<file path="src/rtl/core/aed_pkg.sv">
// aed_pkg: shared types, widths, register codes and reset values for the
// audio event detector. No dependencies; every rtl/core file refers to it.
package aed_pkg;

  // Sample width; the payload struct below takes it from here.
  localparam int SAMPLE_BITS    = 16;
  localparam int CFG_BITS       = 16;
  localparam int LEVEL_OUT_BITS = 16;
  localparam int PHASE_BITS     = 2;
  localparam int COUNT_BITS_DEF = 16;

  // Envelope: sample scale with 16 fraction bits below it. It peaks at
  // 2^(SAMPLE_BITS-1+16), so it needs SAMPLE_BITS+16 bits.
  localparam int ENV_FRAC_BITS = 16;
  localparam int ENV_BITS      = SAMPLE_BITS + ENV_FRAC_BITS;
  localparam int FACTOR_BITS   = 16;
  localparam int PROD_BITS     = ENV_BITS + FACTOR_BITS;

  // Common width for the level-versus-threshold compare.
  localparam int LVL_CMP_BITS = (SAMPLE_BITS > CFG_BITS) ? SAMPLE_BITS : CFG_BITS;

  localparam int CFG_INDEX_BITS = 2;

  typedef enum logic [CFG_INDEX_BITS-1:0] {
    CFG_AMP_THRESHOLD    = 2'd0,
    CFG_RESPONSE_FACTOR  = 2'd1,
    CFG_TRAILING_SILENCE = 2'd2,
    CFG_MIN_EVENT        = 2'd3
  } cfg_index_t;

  localparam logic [CFG_BITS-1:0] AMP_THRESHOLD_RST    = 16'd33;
  localparam logic [CFG_BITS-1:0] RESPONSE_FACTOR_RST  = 16'd15;
  localparam logic [CFG_BITS-1:0] TRAILING_SILENCE_RST = 16'd86;
  localparam logic [CFG_BITS-1:0] MIN_EVENT_RST        = 16'd0;

  // Reported phase codes.
  localparam logic [PHASE_BITS-1:0] PHASE_WAITING  = 2'd0;
  localparam logic [PHASE_BITS-1:0] PHASE_SOUNDING = 2'd1;
  localparam logic [PHASE_BITS-1:0] PHASE_TRAILING = 2'd2;

  // Detector state, one-hot.
  typedef enum logic [2:0] {
    ST_WAITING  = 3'b001,
    ST_SOUNDING = 3'b010,
    ST_TRAILING = 3'b100
  } det_state_t;

  typedef struct packed {
    logic [CFG_BITS-1:0] amp_threshold;
    logic [CFG_BITS-1:0] response_factor;
    logic [CFG_BITS-1:0] trailing_silence_buffers;
    logic [CFG_BITS-1:0] min_event_buffers;
  } cfg_t;

  typedef struct packed {
    logic signed [SAMPLE_BITS-1:0] sample;
    logic                          buffer_end;
  } src_item_t;

  typedef struct packed {
    logic                      event_start;
    logic                      event_end;
    logic [LEVEL_OUT_BITS-1:0] level;
    logic [PHASE_BITS-1:0]     phase;
  } res_item_t;

endpackage

</file>
<file path="src/rtl/core/aed_smoother.sv">
// aed_smoother: one-pole envelope of |sample|, one update per enabled cycle.
// Depends on aed_pkg.
module aed_smoother (
  input  logic                                clk,
  input  logic                                rst,
  input  logic                                en,
  input  logic signed [aed_pkg::SAMPLE_BITS-1:0] sample,
  input  logic [aed_pkg::FACTOR_BITS-1:0]     response_factor,
  output logic [aed_pkg::SAMPLE_BITS-1:0]     level_next
);

  localparam int SB = aed_pkg::SAMPLE_BITS;
  localparam int EB = aed_pkg::ENV_BITS;
  localparam int PB = aed_pkg::PROD_BITS;
  localparam int FB = aed_pkg::ENV_FRAC_BITS;

  logic [EB-1:0] envelope;
  logic [EB-1:0] envelope_next;
  logic [SB-1:0] sample_u;
  logic [SB-1:0] mag;
  logic [EB-1:0] target;
  logic          rising;
  logic [EB-1:0] diff;
  logic [PB-1:0] prod;
  logic [PB-1:0] prod_rnd;
  logic [EB-1:0] step;

  // Two's complement negate; the most negative code maps to 2^(SB-1) unsigned.
  assign sample_u = sample;
  assign mag      = sample_u[SB-1] ? (~sample_u + SB'(1)) : sample_u;
  assign target   = {mag, {FB{1'b0}}};
  assign rising   = (target >= envelope);
  assign diff     = rising ? (target - envelope) : (envelope - target);
  assign prod     = PB'(response_factor) * PB'(diff);
  // Falling step rounds up in magnitude: floor toward minus infinity overall.
  assign prod_rnd = rising ? prod : (prod + PB'({FB{1'b1}}));
  assign step     = prod_rnd[PB-1:FB];

  assign envelope_next = rising ? (envelope + step) : (envelope - step);
  assign level_next    = envelope_next[EB-1:FB];

  always_ff @(posedge clk) begin
    if (rst) begin
      envelope <= '0;
    end else if (en) begin
      envelope <= envelope_next;
    end
  end

endmodule

</file>
<file path="src/rtl/core/aed_detector.sv">
// aed_detector: waiting / sounding / trailing-silence state machine with
// saturating event and silence counters. Depends on aed_pkg.
module aed_detector #(
  parameter int COUNT_BITS = aed_pkg::COUNT_BITS_DEF
) (
  input  logic                            clk,
  input  logic                            rst,
  input  logic                            en,
  input  logic [aed_pkg::SAMPLE_BITS-1:0] level,
  input  aed_pkg::cfg_t                   cfg,
  output aed_pkg::res_item_t              result
);

  localparam int CMP_BITS = (COUNT_BITS > aed_pkg::CFG_BITS) ? COUNT_BITS : aed_pkg::CFG_BITS;
  localparam int LCB      = aed_pkg::LVL_CMP_BITS;

  aed_pkg::det_state_t state;
  aed_pkg::det_state_t state_next;
  logic [COUNT_BITS-1:0] event_length;
  logic [COUNT_BITS-1:0] event_length_next;
  logic [COUNT_BITS-1:0] silence_length;
  logic [COUNT_BITS-1:0] silence_length_next;

  logic                  above;
  logic                  below;
  logic [COUNT_BITS-1:0] ev_inc;
  logic [COUNT_BITS-1:0] sil_inc;
  logic [CMP_BITS-1:0]   ev_ext;
  logic [CMP_BITS-1:0]   sil_ext;
  logic [CMP_BITS-1:0]   trail_ext;
  logic [CMP_BITS-1:0]   min_ext;
  logic [CMP_BITS-1:0]   ev_trim;
  logic                  start_flag;
  logic                  end_flag;

  function automatic logic [COUNT_BITS-1:0] sat_inc(input logic [COUNT_BITS-1:0] v);
    return (&v) ? v : (v + COUNT_BITS'(1));
  endfunction

  function automatic logic [aed_pkg::PHASE_BITS-1:0] phase_code(input aed_pkg::det_state_t s);
    logic [aed_pkg::PHASE_BITS-1:0] code;
    unique case (s)
      aed_pkg::ST_SOUNDING: code = aed_pkg::PHASE_SOUNDING;
      aed_pkg::ST_TRAILING: code = aed_pkg::PHASE_TRAILING;
      default:              code = aed_pkg::PHASE_WAITING;
    endcase
    return code;
  endfunction

  assign above = LCB'(level) > LCB'(cfg.amp_threshold);
  assign below = LCB'(level) < LCB'(cfg.amp_threshold);

  assign ev_inc    = sat_inc(event_length);
  assign sil_inc   = sat_inc(silence_length);
  assign ev_ext    = CMP_BITS'(ev_inc);
  assign sil_ext   = CMP_BITS'(sil_inc);
  assign trail_ext = CMP_BITS'(cfg.trailing_silence_buffers);
  assign min_ext   = CMP_BITS'(cfg.min_event_buffers);
  assign ev_trim   = (ev_ext >= trail_ext) ? (ev_ext - trail_ext) : '0;

  always_comb begin
    state_next          = state;
    event_length_next   = event_length;
    silence_length_next = silence_length;
    start_flag          = 1'b0;
    end_flag            = 1'b0;
    unique case (state)
      aed_pkg::ST_SOUNDING: begin
        event_length_next = ev_inc;
        if (below) begin
          silence_length_next = '0;
          state_next          = aed_pkg::ST_TRAILING;
        end
      end
      aed_pkg::ST_TRAILING: begin
        event_length_next = ev_inc;
        if (below) begin
          silence_length_next = sil_inc;
          if (sil_ext > trail_ext) begin
            state_next        = aed_pkg::ST_WAITING;
            event_length_next = ev_trim[COUNT_BITS-1:0];
            end_flag          = (ev_trim > min_ext);
          end
        end else begin
          // level at or above threshold: back to sounding
          state_next = aed_pkg::ST_SOUNDING;
        end
      end
      default: begin
        state_next = aed_pkg::ST_WAITING;
        if (above) begin
          event_length_next = '0;
          state_next        = aed_pkg::ST_SOUNDING;
          start_flag        = 1'b1;
        end
      end
    endcase
  end

  always_ff @(posedge clk) begin
    if (rst) begin
      state          <= aed_pkg::ST_WAITING;
      event_length   <= '0;
      silence_length <= '0;
    end else if (en) begin
      state          <= state_next;
      event_length   <= event_length_next;
      silence_length <= silence_length_next;
    end
  end

  assign result.event_start = start_flag;
  assign result.event_end   = end_flag;
  assign result.level       = aed_pkg::LEVEL_OUT_BITS'(level);
  assign result.phase       = phase_code(state_next);

endmodule

</file>
<file path="src/rtl/core/audio_event_detector.sv">
// audio_event_detector: top level. Input register, envelope smoother,
// level register, buffer-end detector and result register. Depends on
// aed_pkg, aed_smoother and aed_detector.
//
//  channel | signals                         | moves
//  --------+---------------------------------+------------------------------
//  src     | src_valid, src_stall, src_data  | one sample per transaction
//  res     | res_valid, res_stall, res_data  | one result per buffer end
//  cfg     | cfg_we, cfg_index, cfg_data     | one register write per cycle
//
// One sample per cycle, back to back, while src_stall is low; the envelope loop
// (one 16 x 32 multiply and add) is the single-cycle path that sets this rate.
// A buffer-end sample reaches the result register through input reg -> level
// reg -> result reg; plain samples yield nothing. Synchronous rst clears
// envelope, detector, counters and valid flags and loads reset values.
// res_stall holds up buffer-end samples and, through src_stall, those behind them.
module audio_event_detector #(
  parameter int COUNT_BITS = aed_pkg::COUNT_BITS_DEF
) (
  input  logic                               clk,
  input  logic                               rst,
  input  logic                               src_valid,
  output logic                               src_stall,
  input  aed_pkg::src_item_t                 src_data,
  output logic                               res_valid,
  input  logic                               res_stall,
  output aed_pkg::res_item_t                 res_data,
  input  logic                               cfg_we,
  input  logic [aed_pkg::CFG_INDEX_BITS-1:0] cfg_index,
  input  logic [aed_pkg::CFG_BITS-1:0]       cfg_data
);

  aed_pkg::cfg_t cfg;

  // Pipeline stage 1: accepted sample
  logic               s1_valid;
  aed_pkg::src_item_t s1_item;
  // Pipeline stage 2: level captured at a buffer end
  logic                            s2_valid;
  logic [aed_pkg::SAMPLE_BITS-1:0] s2_level;

  logic                            out_free;
  logic                            s2_free;
  logic                            s1_go;
  logic                            src_take;
  logic                            det_en;
  logic [aed_pkg::SAMPLE_BITS-1:0] level_next;
  aed_pkg::res_item_t              det_result;

  // Handshake flow: each stage may refill in the cycle it empties.
  assign out_free  = !res_valid || !res_stall;
  assign s2_free   = !s2_valid || out_free;
  assign s1_go     = s1_valid && (!s1_item.buffer_end || s2_free);
  assign src_stall = s1_valid && !s1_go;
  assign src_take  = src_valid && !src_stall;
  assign det_en    = s2_valid && out_free;

  // Configuration registers
  always_ff @(posedge clk) begin
    if (rst) begin
      cfg.amp_threshold            <= aed_pkg::AMP_THRESHOLD_RST;
      cfg.response_factor          <= aed_pkg::RESPONSE_FACTOR_RST;
      cfg.trailing_silence_buffers <= aed_pkg::TRAILING_SILENCE_RST;
      cfg.min_event_buffers        <= aed_pkg::MIN_EVENT_RST;
    end else if (cfg_we) begin
      unique case (aed_pkg::cfg_index_t'(cfg_index))
        aed_pkg::CFG_AMP_THRESHOLD:    cfg.amp_threshold            <= cfg_data;
        aed_pkg::CFG_RESPONSE_FACTOR:  cfg.response_factor          <= cfg_data;
        aed_pkg::CFG_TRAILING_SILENCE: cfg.trailing_silence_buffers <= cfg_data;
        aed_pkg::CFG_MIN_EVENT:        cfg.min_event_buffers        <= cfg_data;
      endcase
    end
  end

  // Stage 1 control
  always_ff @(posedge clk) begin
    if (rst) begin
      s1_valid <= 1'b0;
    end else if (src_take) begin
      s1_valid <= 1'b1;
    end else if (s1_go) begin
      s1_valid <= 1'b0;
    end
  end

  // Stage 1 payload
  always_ff @(posedge clk) begin
    if (src_take) begin
      s1_item <= src_data;
    end
  end

  aed_smoother u_smoother (
    .clk             (clk),
    .rst             (rst),
    .en              (s1_go),
    .sample          (s1_item.sample),
    .response_factor (cfg.response_factor),
    .level_next      (level_next)
  );

  // Stage 2: only buffer-end samples occupy it
  always_ff @(posedge clk) begin
    if (rst) begin
      s2_valid <= 1'b0;
    end else if (s1_go && s1_item.buffer_end) begin
      s2_valid <= 1'b1;
    end else if (out_free) begin
      s2_valid <= 1'b0;
    end
  end

  always_ff @(posedge clk) begin
    if (s1_go && s1_item.buffer_end) begin
      s2_level <= level_next;
    end
  end

  aed_detector #(
    .COUNT_BITS (COUNT_BITS)
  ) u_detector (
    .clk    (clk),
    .rst    (rst),
    .en     (det_en),
    .level  (s2_level),
    .cfg    (cfg),
    .result (det_result)
  );

  // Result register
  always_ff @(posedge clk) begin
    if (rst) begin
      res_valid <= 1'b0;
    end else if (det_en) begin
      res_valid <= 1'b1;
    end else if (!res_stall) begin
      res_valid <= 1'b0;
    end
  end

  always_ff @(posedge clk) begin
    if (det_en) begin
      res_data <= det_result;
    end
  end

endmodule

</file>
<file path="config.mk">
export PLATFORM = sky130hd
export DESIGN_NAME = audio_event_detector
export DESIGN_NICKNAME = d
export VERILOG_FILES = /design/src/rtl/core/aed_pkg.sv /design/src/rtl/core/aed_smoother.sv /design/src/rtl/core/aed_detector.sv /design/src/rtl/core/audio_event_detector.sv
export SDC_FILE = /design/constraint.sdc
export NUM_CORES = 2
export LEC_CHECK = 0
export BUFFER_PORTS_ARGS = -buffer_cell sky130_fd_sc_hd__buf_2
export CAP_MARGIN = 5
export CORE_MARGIN = 8
export CORE_UTILIZATION = 60
export CTS_CLUSTER_DIAMETER = 60
export DETAILED_ROUTE_END_ITERATION = 12
export PLACE_DENSITY_LB_ADDON = 0.05
export SKIP_CTS_REPAIR_TIMING = 1
export SLEW_MARGIN = 20
export SYNTH_ARGS = -nofsm -noshare
export SYNTH_HDL_FRONTEND = slang
export SYNTH_SLANG_ARGS = --single-unit
</file>
<file path="constraint.sdc">
create_clock -name clk -period 20.9 [get_ports clk]
set_input_delay 3.135 -clock clk [delete_from_list [all_inputs] [get_ports clk]]
set_output_delay 3.135 -clock clk [all_outputs]
set_load 0.03 [all_outputs]
</file>
After elaboration in Yosys (flattened, before gate mapping)
Index checks and enable logic that the tools add are counted.
- logic and storage cells: 101
- output and inout port bits: 22
- input port bits: 40
- register bits after elaboration: 187
- multiplexer cells: 27
- reductions and logical operators: 29
- bitwise gates (word level): 1
- order comparisons: 6
- add/subtract/negate cells: 9
- $mul: 1
- eq/ne operators: 10
- operators by type and width (operator ; number):
    16-bit two-way mux ; 9
    32-bit subtractor ; 3
    32-bit two-way mux ; 2
    16-bit one-hot mux with 2 select lines ; 2
    16-bit by 1-bit adder with 16-bit output (second input constant) ; 3
    48-bit by 16-bit adder with 48-bit output (second input constant) ; 1
    16-bit greater-than comparator ; 3
    16-bit by 32-bit multiplier with 48-bit output ; 1
    48-bit two-way mux ; 1
    32-bit adder ; 1
    32-bit greater-or-equal comparator ; 1
    16-bit AND reduction ; 2
    16-bit greater-or-equal comparator ; 1
    16-bit less-than comparator ; 1
    16-bit inverter ; 1
    16-bit subtractor ; 1
    2-bit AND reduction ; 5
    3-bit two-way mux ; 3
    1-bit two-way mux ; 7
    3-bit by 2-bit equality test with 1-bit output (second input constant) ; 2
    3-bit equality test (second input constant) ; 2
    1-bit logical NOT ; 6
    2-bit by 1-bit != test with 1-bit output (second input constant) ; 3
    3-bit one-hot mux with 2 select lines ; 1
    12 further kinds ; 21

Depth between registers and ports, before layout
- word-level depth: 10
- mapped depth: 63

Hierarchy
From an unflattened synthesis, not the netlist that was laid out.
- cells, all modules: 3746
- area total of the unflattened synthesis: 31717.9 um2
- by module, submodules not included (module ; cells each ; area an instance (um2) ; instances):
    aed_smoother ; 2813 ; 22843.2 ; 1
    aed_detector ; 625 ; 4571.9 ; 1
    audio_event_detector ; 308 ; 4302.9 ; 1

Least setup slack after synthesis
Ideal clock, no wire load.
- kind: register -> register
- from: register s1_item[5] (netlist bit)
- to: register u_smoother.envelope[30]
- cell stages (with the launch flop): 56
- setup time: 0.140 ns
- data arrival time: 13.204 ns
- data required time: 20.760 ns
- buffers on the path: 5
- path slack: 7.556 ns
- cells stage by stage: edfxtp_1 > nor4_1 > nand2_1 > o31ai_1 > xnor2_1 > ha_1 > clkbuf_1 > nand4_1 > nor2_1 > nand4_1 > a32o_1 > o21ai_0 > clkbuf_1 > clkbuf_1 > o21ai_0 > xnor2_1 > clkbuf_1 > nand2_1 > [20 not listed] > xnor2_1 > nand2_1 > xnor2_1 > ha_1 > a21o_1 > a21oi_1 > o21bai_1 > a21oi_1 > o21bai_1 > a2111oi_0 > o21ai_0 > a31oi_1 > o31ai_1 > a221o_1 > a21o_1 > a21oi_1 > or4_1 > o311ai_0
- longest elaborated chain between the ends: 10
- elaborated cells between the ends (all ways): 13
- classes of those cells: 6 x add/sub; 1 x mul; 1 x order compare; 4 x mux; 1 x bitwise
- ends and longest elaborated chain (item ; line ; source):
    start: declaration ; audio_event_detector.sv:37 ; aed_pkg::src_item_t s1_item;
    start signal: assignment ; audio_event_detector.sv:89 ; s1_item <= src_data;
    16-bit inverter ; aed_smoother.sv:30 ; assign mag = sample_u[SB-1] ? (~sample_u + SB'(1)) : sample_u;
    16-bit by 1-bit adder with 16-bit output ; aed_smoother.sv:30 ;
    16-bit two-way mux (*) ; aed_smoother.sv:30 ;
    32-bit subtractor / 32-bit greater-or-equal comparator (equally long branches) ; aed_smoother.sv:33, aed_smoother.sv:32 ;
    32-bit two-way mux ; aed_smoother.sv:33 ; assign diff = rising ? (target - envelope) : (envelope - target);
    16-bit by 32-bit multiplier with 48-bit output ; aed_smoother.sv:34 ; assign prod = PB'(response_factor) * PB'(diff);
    48-bit by 16-bit adder with 48-bit output ; aed_smoother.sv:36 ; assign prod_rnd = rising ? prod : (prod + PB'({FB{1'b1}}));
    48-bit two-way mux ; aed_smoother.sv:36 ;
    32-bit subtractor / 32-bit adder (equally long branches) ; aed_smoother.sv:39 ; assign envelope_next = rising ? (envelope + step) : (envelope - step);
    32-bit two-way mux (*) ; aed_smoother.sv:39 ;
    end signal: assignment ; aed_smoother.sv:46 ; envelope <= envelope_next;
    end: declaration ; aed_smoother.sv:17 ; logic [EB-1:0] envelope;
Mark *: on every way between the ends. The rest lies on a longest branch, timed or not.
A chain may end at the register's enable or synchronous reset.

Final worst setup path
Ends and elaborated chain as after synthesis.

==> results_dict.tcl <==
set metrics [dict create \
    yosysTopAreaCell "fa_1" \
    drv_slew 0 \
    numCtsBuffers 17 \
    htree_levels 4 \
    rsz0062_at_grt "false" \
    layout.cells.most_common_list "nand2_1, inv_1, fa_1" \
    ys_seq_area_share_pct 13.88 \
    post-dp-hpwl_mm 67.12 \
    via_per_inst 5.885 \
    synth_cells 3731 \
    dr.pass1.iters 6 \
    ys.flop_type "dfxtp_1" \
    drive_gt1_share_pct 5.958 \
    slowest_stage "xnor2_2" \
    clock.fmax_mhz 65.93 \
    syn_area_um2 30800 \
    yosysTopAreaCellShare_pct 27.36 \
    rr_endpoint "u_smoother.envelope[30]$_SDFFE_PP0P_" \
    hold_path_class "reg -> reg" \
    fin_crit_ns 15.17 \
    clk_pin_slew_ns 0.08 \
    place_congestion 0.9481 \
    floorplan.die_area_um2 58840 \
    die_w_um 242.6 \
    final_nets 4409 \
    cts_sinks 187 \
    hold_viol 0 \
    grt_max_degree 102 \
    r2r_setup_slack_ns 5.73 \
    vias 25836 \
    tightest_slew_ns 1.069 \
    yosysWarnings 0 \
    cpPeakStageDelay_ns 0.73 \
    io_buffer_count 61 \
    root_buffer "clkbuf_16" \
    outcome "finished, final reports clean" \
    antenna_found_initial 0 \
    drt-wirelength-per-cell_um 19.65 \
    endpoint "u_smoother.envelope[30]$_SDFFE_PP0P_" \
    cts_tree "yes" \
    clock_latency_ns 0.46 \
    cp-end-kind "flip-flop" \
    synth.distinct_cells 107 \
    die_h_um 242.6 \
    drt_wl_total_mm 86.27 \
    initial_utilization_pct 60.41 \
    grt_pass1_wl_mm 141.3 \
    worst_setup_path_start_kind "flip-flop" \
    setup_viol 0 \
    crit_path_start "s1_item[5]$_DFFE_PP_" \
    area_delta_synth_final_pct 4.684 \
    postRouteAntennaNets 0 \
    path_max_fanout 31 \
    grt_usage_pct 29.42 \
    final_common_cell "nand2_1" \
    min_period_over_period_pct 72.58 \
    post-route-drc-count 0 \
    synth_area_leaders "fa_1, ha_1, dfxtp_1" \
    slew_headroom_pct 28.71 \
    critPathRequiredTime_ns 21.22 \
    avgSynthCellArea_um2 8.255 \
    synthesis.nets 4444 \
    fin_setup_tns_ns 0 \
    crit_path_frequent_cell "fa_1" \
    r2r-start "s1_item[5]$_DFFE_PP_" \
    core_um2 50990 \
    rr_worst_depth 53 \
    num_rows 83 \
    synth.ff_latch_count 187 \
    crit_type "reg -> reg" \
    critical_path_arrival_ns 15.48 \
    cts_max_path_buffers 2 \
    grt_pass1_vias 26731 \
    pin_count 62 \
    initialDrtViolationCount 2031 \
    skew_ns 0.02229 \
    cap_violations 0 \
    synth_edf_count 53 \
    async_flop_share_pct 0 \
    overflow 0 \
]
==> cell usage after synthesis, types with 6 or more instances <==
library cell  instances
o211ai_1             12
edfxtp_1             53
nand3b_1             14
a21oi_1             219
or2_2                 7
xnor2_1             125
clkbuf_1            139
clkbuf_8              6
o21ai_0              85
a31oi_1              19
o21ai_1              12
nor4_1               14
or3_1                15
o21a_1               21
nor3_1               52
nor2_1              152
xor2_1               41
o21bai_1             22
o31ai_1              17
inv_1               602
a22oi_1              27
nand2_1             652
ha_1                252
nand4_1              39
a2111oi_0             7
buf_6                10
nor2b_1              23
a211oi_1             33
nand3_1              58
a211o_1               6
and2_1              180
mux2i_1               7
nor3b_1              10
nand2b_1             30
a21o_1               56
a21boi_0              6
fa_1                421
and3_1               18
dfxtp_1             134
and4_1                7
==> cells by family after synthesis <==
kind of cell / Yosys count / share of synthesized area [%]
buffers and inverters: 767 / 9.831
xor gates and xnor gates: 168 / 4.826
DFF: 187 / 13.88
muxes: 9 / 0.3006
adders and majority gates: 673 / 37.60
and+or+nand+nor: 1314 / 20.67
AOI/OAI and AO/OA: 613 / 12.90
==> area by class of cell <==
class                   instances  area (um^2)
diodes                          1        2.502
clock buffers                  17        425.4
clock inverters                15        182.7
fillers                      4492        18750
inverters                     602         2260
multi-input cells            2777        23560
flip-flops and latches        187         4282
well taps                     680        850.8
repair buffers                111        683.2
==> sequential cells by signal, summed over array words and instances (netlist names) <==
| name | flops |
|---|---|
| s2_valid | 1 |
| s1_item | 17 |
| u_detector.event_length | 16 |
| res_valid | 1 |
| res_data | 20 |
| s2_level | 16 |
| u_smoother.envelope | 32 |
| s1_valid | 1 |
| cfg | 64 |
| u_detector.state | 3 |
| u_detector.silence_length | 16 |
==> worst min path at each step <==
stage	cells past startpoint	slack, ns	endpoint	from
floorplan	0	0.43	res_data[2]$_DFFE_PP_	s2_level[0]$_DFFE_PP_
global placement	2	0.44	cfg[14]$_SDFFE_PP0P_	cfg[14]$_SDFFE_PP0P_
detailed placement	2	0.45	cfg[5]$_SDFFE_PP0P_	cfg[5]$_SDFFE_PP0P_
CTS	2	0.46	cfg[5]$_SDFFE_PP0P_	cfg[5]$_SDFFE_PP0P_
global route	2	0.48	cfg[58]$_SDFFE_PP0P_	cfg[58]$_SDFFE_PP0P_
finish	2	0.46	cfg[5]$_SDFFE_PP0P_	cfg[5]$_SDFFE_PP0P_
==> metal layers <==
metal	track usage, %	part of all wire, %	up-vias
li1	-	-	11965
met1	40.40	44	12814
met2	47.79	46	900
met3	5.304	7.2	157
met4	7.722	2.5	0
met5	0.2517	0	-
==> per-stage QoR <==
step	std cells	utilization, %	instance area [um^2]	setup slack, ns	hold WS (ns)
global placement	4357	62.00	31610	6.391	0.4440
finish	4390	63.23	32240	5.732	0.4604
floorplan	3731	-	30800	7.556	0.4264
CTS	4389	63.19	32220	5.880	0.4595
global route	4389	63.23	32240	4.629	0.4842
detailed placement	4357	62.00	31610	5.951	0.4486
==> critical path, delay by kind of cell, from the launching register on <==
kind            cells  cell delay (ns)
compound gates     18             4.75
xor+xnor            6             1.54
fa+ha+maj          10             4.50
buf+inv             6             0.81
flops               1             0.44
simple gates       13             2.92
Power is left out: the tool's default activity adds up to more than one toggle a clock period on the data nets, which glitch-free logic cannot reach.
